--- src/hdl/b64sd_pkg.sv ---
// shared types for the base64 stream decoder
package b64sd_pkg;

    // character class decided by the front end
    typedef enum logic [1:0] {
        K_SKIP = 2'd0,
        K_SYM  = 2'd1,
        K_PAD  = 2'd2,
        K_BAD  = 2'd3
    } t_kind;

    // one classified character on its way to the back end
    typedef struct packed {
        t_kind       kind;
        logic [5:0]  value;
        logic        last;
    } t_sym_item;

    // one result item
    typedef struct packed {
        logic [7:0]  data_byte;
        logic        byte_valid;
        logic        decode_error;
        logic        end_of_stream;
    } t_result;

endpackage

--- src/hdl/b64sd_fifo.sv ---
// small register queue used between the stages and at the result side
module b64sd_fifo #(
    parameter int WIDTH = 9,
    parameter int DEPTH = 4
) (
    input  logic             i_clk,
    input  logic             i_rst_n,
    input  logic             i_push,
    input  logic [WIDTH-1:0] i_data,
    output logic             o_full,
    input  logic             i_pop,
    output logic             o_empty,
    output logic [WIDTH-1:0] o_data
);

    localparam int PW = (DEPTH > 1) ? $clog2(DEPTH) : 1;
    localparam int CW = $clog2(DEPTH + 1);

    logic [WIDTH-1:0] r_mem [DEPTH];
    logic [PW-1:0]    r_wr_ptr, n_wr_ptr;
    logic [PW-1:0]    r_rd_ptr, n_rd_ptr;
    logic [CW-1:0]    r_count, n_count;
    logic             do_push, do_pop;

    assign o_full  = (r_count == CW'(DEPTH));
    assign o_empty = (r_count == '0);
    assign do_push = i_push && !o_full;
    assign do_pop  = i_pop && !o_empty;
    assign o_data  = r_mem[r_rd_ptr];

    always_comb begin
        n_wr_ptr = r_wr_ptr;
        n_rd_ptr = r_rd_ptr;
        n_count  = r_count;
        if (do_push) begin
            n_wr_ptr = (r_wr_ptr == PW'(DEPTH - 1)) ? '0 : r_wr_ptr + 1'b1;
        end
        if (do_pop) begin
            n_rd_ptr = (r_rd_ptr == PW'(DEPTH - 1)) ? '0 : r_rd_ptr + 1'b1;
        end
        case ({do_push, do_pop})
            2'b10:   n_count = r_count + 1'b1;
            2'b01:   n_count = r_count - 1'b1;
            default: n_count = r_count;
        endcase
    end

    always_ff @(posedge i_clk) begin
        if (!i_rst_n) begin
            r_wr_ptr <= '0;
            r_rd_ptr <= '0;
            r_count  <= '0;
        end else begin
            r_wr_ptr <= n_wr_ptr;
            r_rd_ptr <= n_rd_ptr;
            r_count  <= n_count;
        end
    end

    always_ff @(posedge i_clk) begin
        if (do_push) begin
            r_mem[r_wr_ptr] <= i_data;
        end
    end

endmodule

--- src/hdl/b64sd_front.sv ---
// front end: alphabet register and character classification
module b64sd_front
    import b64sd_pkg::*;
(
    input  logic       i_clk,
    input  logic       i_rst_n,
    input  logic       i_cfg_valid,
    input  logic       i_cfg_url_safe,
    input  logic [7:0] i_character,
    input  logic       i_last_char,
    output t_sym_item  o_item
);

    localparam logic [7:0] CH_TAB   = 8'h09;
    localparam logic [7:0] CH_LF    = 8'h0A;
    localparam logic [7:0] CH_CR    = 8'h0D;
    localparam logic [7:0] CH_SPACE = 8'h20;
    localparam logic [7:0] CH_PLUS  = 8'h2B;
    localparam logic [7:0] CH_MINUS = 8'h2D;
    localparam logic [7:0] CH_SLASH = 8'h2F;
    localparam logic [7:0] CH_EQ    = 8'h3D;
    localparam logic [7:0] CH_UNDER = 8'h5F;

    logic       r_url_safe;
    logic [7:0] c;
    logic [7:0] diff;

    always_ff @(posedge i_clk) begin
        if (!i_rst_n) begin
            r_url_safe <= 1'b0;
        end else if (i_cfg_valid) begin
            r_url_safe <= i_cfg_url_safe;
        end
    end

    assign c = i_character;

    always_comb begin
        o_item.kind  = K_BAD;
        o_item.value = '0;
        o_item.last  = i_last_char;
        diff         = '0;
        if (c >= 8'h41 && c <= 8'h5A) begin
            // upper case letters: 0..25
            diff         = c - 8'h41;
            o_item.kind  = K_SYM;
            o_item.value = diff[5:0];
        end else if (c >= 8'h61 && c <= 8'h7A) begin
            // lower case letters: 26..51
            diff         = c - 8'h47;
            o_item.kind  = K_SYM;
            o_item.value = diff[5:0];
        end else if (c >= 8'h30 && c <= 8'h39) begin
            // digits: 52..61
            diff         = c + 8'h04;
            o_item.kind  = K_SYM;
            o_item.value = diff[5:0];
        end else if ((r_url_safe && c == CH_MINUS) || (!r_url_safe && c == CH_PLUS)) begin
            o_item.kind  = K_SYM;
            o_item.value = 6'd62;
        end else if ((r_url_safe && c == CH_UNDER) || (!r_url_safe && c == CH_SLASH)) begin
            o_item.kind  = K_SYM;
            o_item.value = 6'd63;
        end else if (c == CH_EQ) begin
            o_item.kind  = K_PAD;
        end else if (c == CH_SPACE || c == CH_TAB || c == CH_CR || c == CH_LF) begin
            o_item.kind  = K_SKIP;
        end
    end

endmodule

--- src/hdl/b64sd_back.sv ---
// back end: bit accumulator, padding and error state, result generation
module b64sd_back
    import b64sd_pkg::*;
(
    input  logic      i_clk,
    input  logic      i_rst_n,
    input  t_sym_item i_item,
    input  logic      i_item_valid,
    output logic      o_item_pop,
    output t_result   o_res,
    output logic      o_res_push,
    input  logic      i_res_full
);

    logic [11:0] r_acc, n_acc;
    logic [2:0]  r_pend, n_pend;
    logic        r_stopped, n_stopped;
    logic        r_error, n_error;
    logic        take, active, have_byte, new_err;
    logic [11:0] shifted;
    logic [7:0]  byte_out;

    assign take       = i_item_valid && !i_res_full;
    assign o_item_pop = take;
    assign active     = !r_stopped && !r_error;
    assign shifted    = {r_acc[5:0], i_item.value};

    always_comb begin
        n_acc     = r_acc;
        n_pend    = r_pend;
        n_stopped = r_stopped;
        n_error   = r_error;
        have_byte = 1'b0;
        new_err   = 1'b0;
        byte_out  = '0;
        if (active) begin
            case (i_item.kind)
                K_PAD: begin
                    n_stopped = 1'b1;
                end
                K_BAD: begin
                    n_error = 1'b1;
                    new_err = 1'b1;
                end
                K_SYM: begin
                    n_acc = shifted;
                    if (r_pend == 3'd0) begin
                        n_pend = 3'd6;
                    end else begin
                        n_pend    = r_pend - 3'd2;
                        have_byte = 1'b1;
                        case (r_pend)
                            3'd2:    byte_out = shifted[7:0];
                            3'd4:    byte_out = shifted[9:2];
                            default: byte_out = shifted[11:4];
                        endcase
                    end
                end
                default: begin
                end
            endcase
        end
        // end of stream drops leftover bits and restarts
        if (i_item.last) begin
            n_acc     = '0;
            n_pend    = '0;
            n_stopped = 1'b0;
            n_error   = 1'b0;
        end
    end

    assign o_res_push           = take && (have_byte || new_err || i_item.last);
    assign o_res.data_byte      = byte_out;
    assign o_res.byte_valid     = have_byte;
    assign o_res.decode_error   = r_error || new_err;
    assign o_res.end_of_stream  = i_item.last;

    always_ff @(posedge i_clk) begin
        if (!i_rst_n) begin
            r_acc     <= '0;
            r_pend    <= '0;
            r_stopped <= 1'b0;
            r_error   <= 1'b0;
        end else if (take) begin
            r_acc     <= n_acc;
            r_pend    <= n_pend;
            r_stopped <= n_stopped;
            r_error   <= n_error;
        end
    end

endmodule

--- src/hdl/base64_stream_decoder_top.sv ---
// top level of the streaming base64 decoder
// streaming base64 decoder, one text character per transfer, queue-style on both sides.
// a character is taken at every clock edge with i_push high and o_full low, so while
// results are popped the sustained rate is one character per cycle; the back end
// retires one classified character per cycle from the middle queue whenever the
// result queue has room. a result reaches the result ports through the middle queue
// and the result queue: the classifier is combinational and fills the middle queue at
// the accepting edge, and the back end moves the result into the result queue when it
// takes the item. characters that only feed bits, whitespace, and anything after
// '=' or an error give no result; the last character of a stream always gives one
// with o_end_of_stream set, and o_decode_error tells downstream to drop that stream.
// the alphabet register (0 standard, 1 url-safe) is written through the cfg channel,
// which is always ready; write it only while no stream is in flight.
module base64_stream_decoder_top
    import b64sd_pkg::*;
#(
    parameter int MID_DEPTH = 4,
    parameter int OUT_DEPTH = 2
) (
    input  logic       i_clk,
    input  logic       i_rst_n,
    // config write channel
    input  logic       i_cfg_valid,
    output logic       o_cfg_ready,
    input  logic       i_cfg_url_safe,
    // character input
    input  logic       i_push,
    output logic       o_full,
    input  logic [7:0] i_character,
    input  logic       i_last_char,
    // result output
    output logic       o_empty,
    input  logic       i_pop,
    output logic [7:0] o_data_byte,
    output logic       o_byte_valid,
    output logic       o_decode_error,
    output logic       o_end_of_stream
);

    t_sym_item front_item;
    t_sym_item mid_item;
    logic      mid_empty;
    logic      mid_pop;
    t_result   back_res;
    logic      back_push;
    logic      out_full;
    t_result   out_res;

    // config transfers are always taken
    assign o_cfg_ready = 1'b1;

    // classify the incoming character
    b64sd_front u_front (
        .i_clk          (i_clk),
        .i_rst_n        (i_rst_n),
        .i_cfg_valid    (i_cfg_valid),
        .i_cfg_url_safe (i_cfg_url_safe),
        .i_character    (i_character),
        .i_last_char    (i_last_char),
        .o_item         (front_item)
    );

    // decouples the classifier from the accumulator
    b64sd_fifo #(
        .WIDTH ($bits(t_sym_item)),
        .DEPTH (MID_DEPTH)
    ) u_mid_q (
        .i_clk   (i_clk),
        .i_rst_n (i_rst_n),
        .i_push  (i_push),
        .i_data  (front_item),
        .o_full  (o_full),
        .i_pop   (mid_pop),
        .o_empty (mid_empty),
        .o_data  (mid_item)
    );

    // decode state and result generation
    b64sd_back u_back (
        .i_clk        (i_clk),
        .i_rst_n      (i_rst_n),
        .i_item       (mid_item),
        .i_item_valid (!mid_empty),
        .o_item_pop   (mid_pop),
        .o_res        (back_res),
        .o_res_push   (back_push),
        .i_res_full   (out_full)
    );

    // results wait here until popped
    b64sd_fifo #(
        .WIDTH ($bits(t_result)),
        .DEPTH (OUT_DEPTH)
    ) u_out_q (
        .i_clk   (i_clk),
        .i_rst_n (i_rst_n),
        .i_push  (back_push),
        .i_data  (back_res),
        .o_full  (out_full),
        .i_pop   (i_pop),
        .o_empty (o_empty),
        .o_data  (out_res)
    );

    assign o_data_byte     = out_res.data_byte;
    assign o_byte_valid    = out_res.byte_valid;
    assign o_decode_error  = out_res.decode_error;
    assign o_end_of_stream = out_res.end_of_stream;

endmodule

--- config.mk ---
export PLATFORM = sky130hd
export DESIGN_NAME = base64_stream_decoder_top
export DESIGN_NICKNAME = d
export VERILOG_FILES = /design/src/hdl/b64sd_pkg.sv /design/src/hdl/b64sd_fifo.sv /design/src/hdl/b64sd_front.sv /design/src/hdl/b64sd_back.sv /design/src/hdl/base64_stream_decoder_top.sv
export SDC_FILE = /design/constraint.sdc
export NUM_CORES = 1
export LEC_CHECK = 0
export BUFFER_PORTS_ARGS = -buffer_cell sky130_fd_sc_hd__buf_2
export CAP_MARGIN = 20
export CORE_MARGIN = 1
export CORE_UTILIZATION = 50
export CTS_BUF_LIST = sky130_fd_sc_hd__clkbuf_8
export CTS_CLUSTER_DIAMETER = 100
export CTS_CLUSTER_SIZE = 12
export DETAILED_ROUTE_END_ITERATION = 7
export HOLD_SLACK_MARGIN = 0.03
export PLACE_DENSITY = 0.75
export REMOVE_ABC_BUFFERS = 1
export SLEW_MARGIN = 20
export SYNTH_ARGS = -nofsm -noshare
export SYNTH_HDL_FRONTEND = slang
export SYNTH_SLANG_ARGS = --single-unit
--- constraint.sdc ---
create_clock -name i_clk -period 3.1 [get_ports i_clk]
set_input_delay 0.93 -clock i_clk [delete_from_list [all_inputs] [get_ports i_clk]]
set_output_delay 0.93 -clock i_clk [all_outputs]
set_load 0.02 [all_outputs]
==> flow_summary.toml <==
[run_status]
status = "complete, no violations"

[drt]
first_iter_violations = 56
vias = 2445
routed_wl_um = 6375
drc = 0
detailedRoute.firstPassIterationCount = 4
wire_per_inst_um = 14.07
ant_nets = 0
vias_per_cell = 5.397

[global_routing]
antenna_found_initial = 0
grt_pass1_wl_um = 10850
grt_usage_pct = 16.95
first_global_vias = 2363
grt_max_degree = 17
grt-ovfl-total = 0

[floorplanning]
initial_core_util_pct = 51.68
fp-row-count = 32
core_area_um2 = 7687
design.die.area_um2 = 8306
io_pins = 29
die_h_um = 91.14
fp.dieW_um = 91.14

[power]
p_clk_share_pct = 19.8
seq_power_share_pct = 42.1
internal-power_mw = 2.503
p_switching_mw = 1.377
peakVddDrop_mv = 0.3385
p_leak_nw = 1.620
p_total_mw = 3.880
power.density_nw_per_um2 = 876.8
swShare_pct = 35.49
combPwrFrac_pct = 38.1

[yosys]
synth_top_family_by_area = "compound AO/OA/AOI/OAI gates"
async_reset_ff_share_pct = 0
ys_warn_count = 0
synth_compound_area_share_pct = 11.40
ys_ff_latch = 83
syn_area_per_cell_um2 = 12.69
netlist_area_um2 = 3973
synthAdderAreaFrac_pct = 6.488
synth-simple-area-share_pct = 10.80
synth_edf_count = 58
synthXorXnorAreaFrac_pct = 2.646
yosysSeqAreaShare_pct = 56.44
synthCells = 313
ys.flop_type = "edfxtp_1"
synth_cell_types = 52
synthMuxAreaShare_pct = 8.945

[sta]
finClkSkew_ps = 5.995
slew_headroom_pct = 58.79
tightest_slew_ps = 613.7
finalHoldViolations = 0
setup_viol = 0
holdWs_ps = 489.3
fmax_mhz = 409.6
rsz0062_at_grt = "false"
fin_ws_ps = 658.8
post-route-period-util_pct = 78.75
setup-tns-final_ps = 0
slew_viol_final = 0
period_needed_ps = 2441

[final_layout]
mostFrequentLayoutCell = "edfxtp_1"
postLayoutCoreUtil_pct = 57.57
nets = 381
fillers = 640
final-instance-count-excl-fill = 453
area_growth_pct = 11.40
layout_common_cells = "58 x edfxtp_1, 27 x buf_2, 25 x dfxtp_1"
drive_above_1_share_pct = 20.51
layout.cell_area.non_filler_um2 = 4425
antenna_cells = 0

[clock_tree]
path_clk_slew_ps = 80
ctsHtreeMaxLevel = 3
cts_resized = 0
numClockSinks = 83
post_cts_buffers = 0
cts_buffer_depth = 2
cts_root_buffer = "clkbuf_8"
insertion_delay_ps = 350
cts_hold_buf = 0
cts_inserted_buffers = 9
tritoncts = "yes"

[setup_path]
r2r-end = "u_out_q.r_count[1]$_SDFFE_PN0P_"
endpoint_kind = "output port"
startpoint_type = "flop"
cp_max_fo = 11
r2r_setup_slack_ps = 690
crit_type = "reg2out"
slowest_delay_ps = 610
reg2regPathDepth = 6
arrival_ps = 1510
cpMaxStageDelayCell = "dfxtp_1"
crit_chain = "mux2_2 > buf_2"
required_ps = 2170

[placed_design]
port_buffers = 27
gp_congestion = 0.8541
place_area_um2 = 4222
dp_slack_ps = 347.7
place_inst = 437
hpwlAfterDp_um = 4467

[hold_path]
hold_class = "reg2reg"
hp-start = "u_back.r_acc[4]$_SDFFE_PN0P_"
hold_end = "u_back.r_acc[4]$_SDFFE_PN0P_"
holdPathStages = 1

[job]
drv_cap = 0
state kept, by name, summed over array words and instances (netlist names), named ones only:
signal              count
u_out_q.r_wr_ptr        1
u_out_q.r_mem          22
u_out_q.r_count         2
u_back.r_pend           2
u_back.r_stopped        1
u_mid_q.r_wr_ptr        2
u_mid_q.r_rd_ptr        2
u_back.r_acc            6
u_out_q.r_rd_ptr        1
u_back.r_error          1
u_mid_q.r_mem          36
u_front.r_url_safe      1
u_mid_q.r_count         3
how the worst max path moves through the flow:
stage	depth (start not counted)	slack, ps	start	end
after CTS	2	620	flop	o_data_byte[3]
after floorplan	6	430	i_character[2]	u_mid_q.r_mem[0][7]$_DFFE_PP_
after detailed placement	8	350	i_character[1]	u_mid_q.r_mem[0][2]$_DFFE_PP_
after global routing	8	550	i_character[1]	u_mid_q.r_mem[3][7]$_DFFE_PP_
final	2	660	flop	o_data_byte[3]
after global placement	8	420	i_character[1]	u_mid_q.r_mem[0][2]$_DFFE_PP_
cells in the mapped netlist, drive strengths merged, types with 4 or more instances:
cell,instances,share of area [%]
o21ai,12,1.6
nor2,19,1.8
a221oi,9,2.0
mux2i,4,1.0
a21oi,8,1.0
a22o,8,1.8
mux4,8,4.5
nor3,9,1.1
ha,19,6.0
and2,10,1.6
inv,20,1.9
mux2,12,3.4
dfxtp,25,13
nor2b,9,1.4
xnor2,8,1.8
a21boi,5,0.94
nand2,17,1.7
xor2,4,0.88
edfxtp,58,44
buf,7,1.0
cell type report:
cell class / count / area, um2 / share of cell area [%]
tap: 102 / 127.6 / 2.884
timing repair buffer: 32 / 172.7 / 3.902
multi-input combinational: 200 / 1604 / 36.25
clock buffer: 10 / 137.6 / 3.110
clock inverter: 6 / 66.31 / 1.498
inverter: 20 / 75.07 / 1.696
sequential: 83 / 2242 / 50.66
layer usage:
metal | part of all wire [%] | GRT usage [%]
met1 | 45 | 19.18
met2 | 51 | 29.80
met3 | 2.4 | 3.350
met4 | 2.0 | 9.656
met5 | 0 | 0
kinds of logic (layout without fill, tap and decap cells):
family / Yosys count / in the layout
other: 1 / 1
muxes: 24 / 24
xor gates and xnor gates: 12 / 12
DFF: 83 / 83
adders and majority gates: 20 / 20
and+or+nand+nor: 80 / 80
AOI/OAI and AO/OA: 63 / 63
buffers and inverters: 30 / 68
critical path, delay by kind of cell (launching register included):
family   cells  cell delay [ps]
flops        1              610
mux          1              400
buf+inv      1              160
power groups by stage:
| stage | Clock [mW] | Sequential (mW) | Combinational, mW |
|---|---|---|---|
| finish | 0.769 | 1.63 | 1.48 |
| global route | 0.823 | 1.66 | 1.64 |
| CTS | 0.784 | 1.64 | 1.49 |
| detailed placement | 0 | 1.66 | 1.47 |
| global placement | 0 | 1.64 | 1.44 |
| floorplan | 0 | 1.63 | 1.10 |
Power figures use the tool's default switching activity.
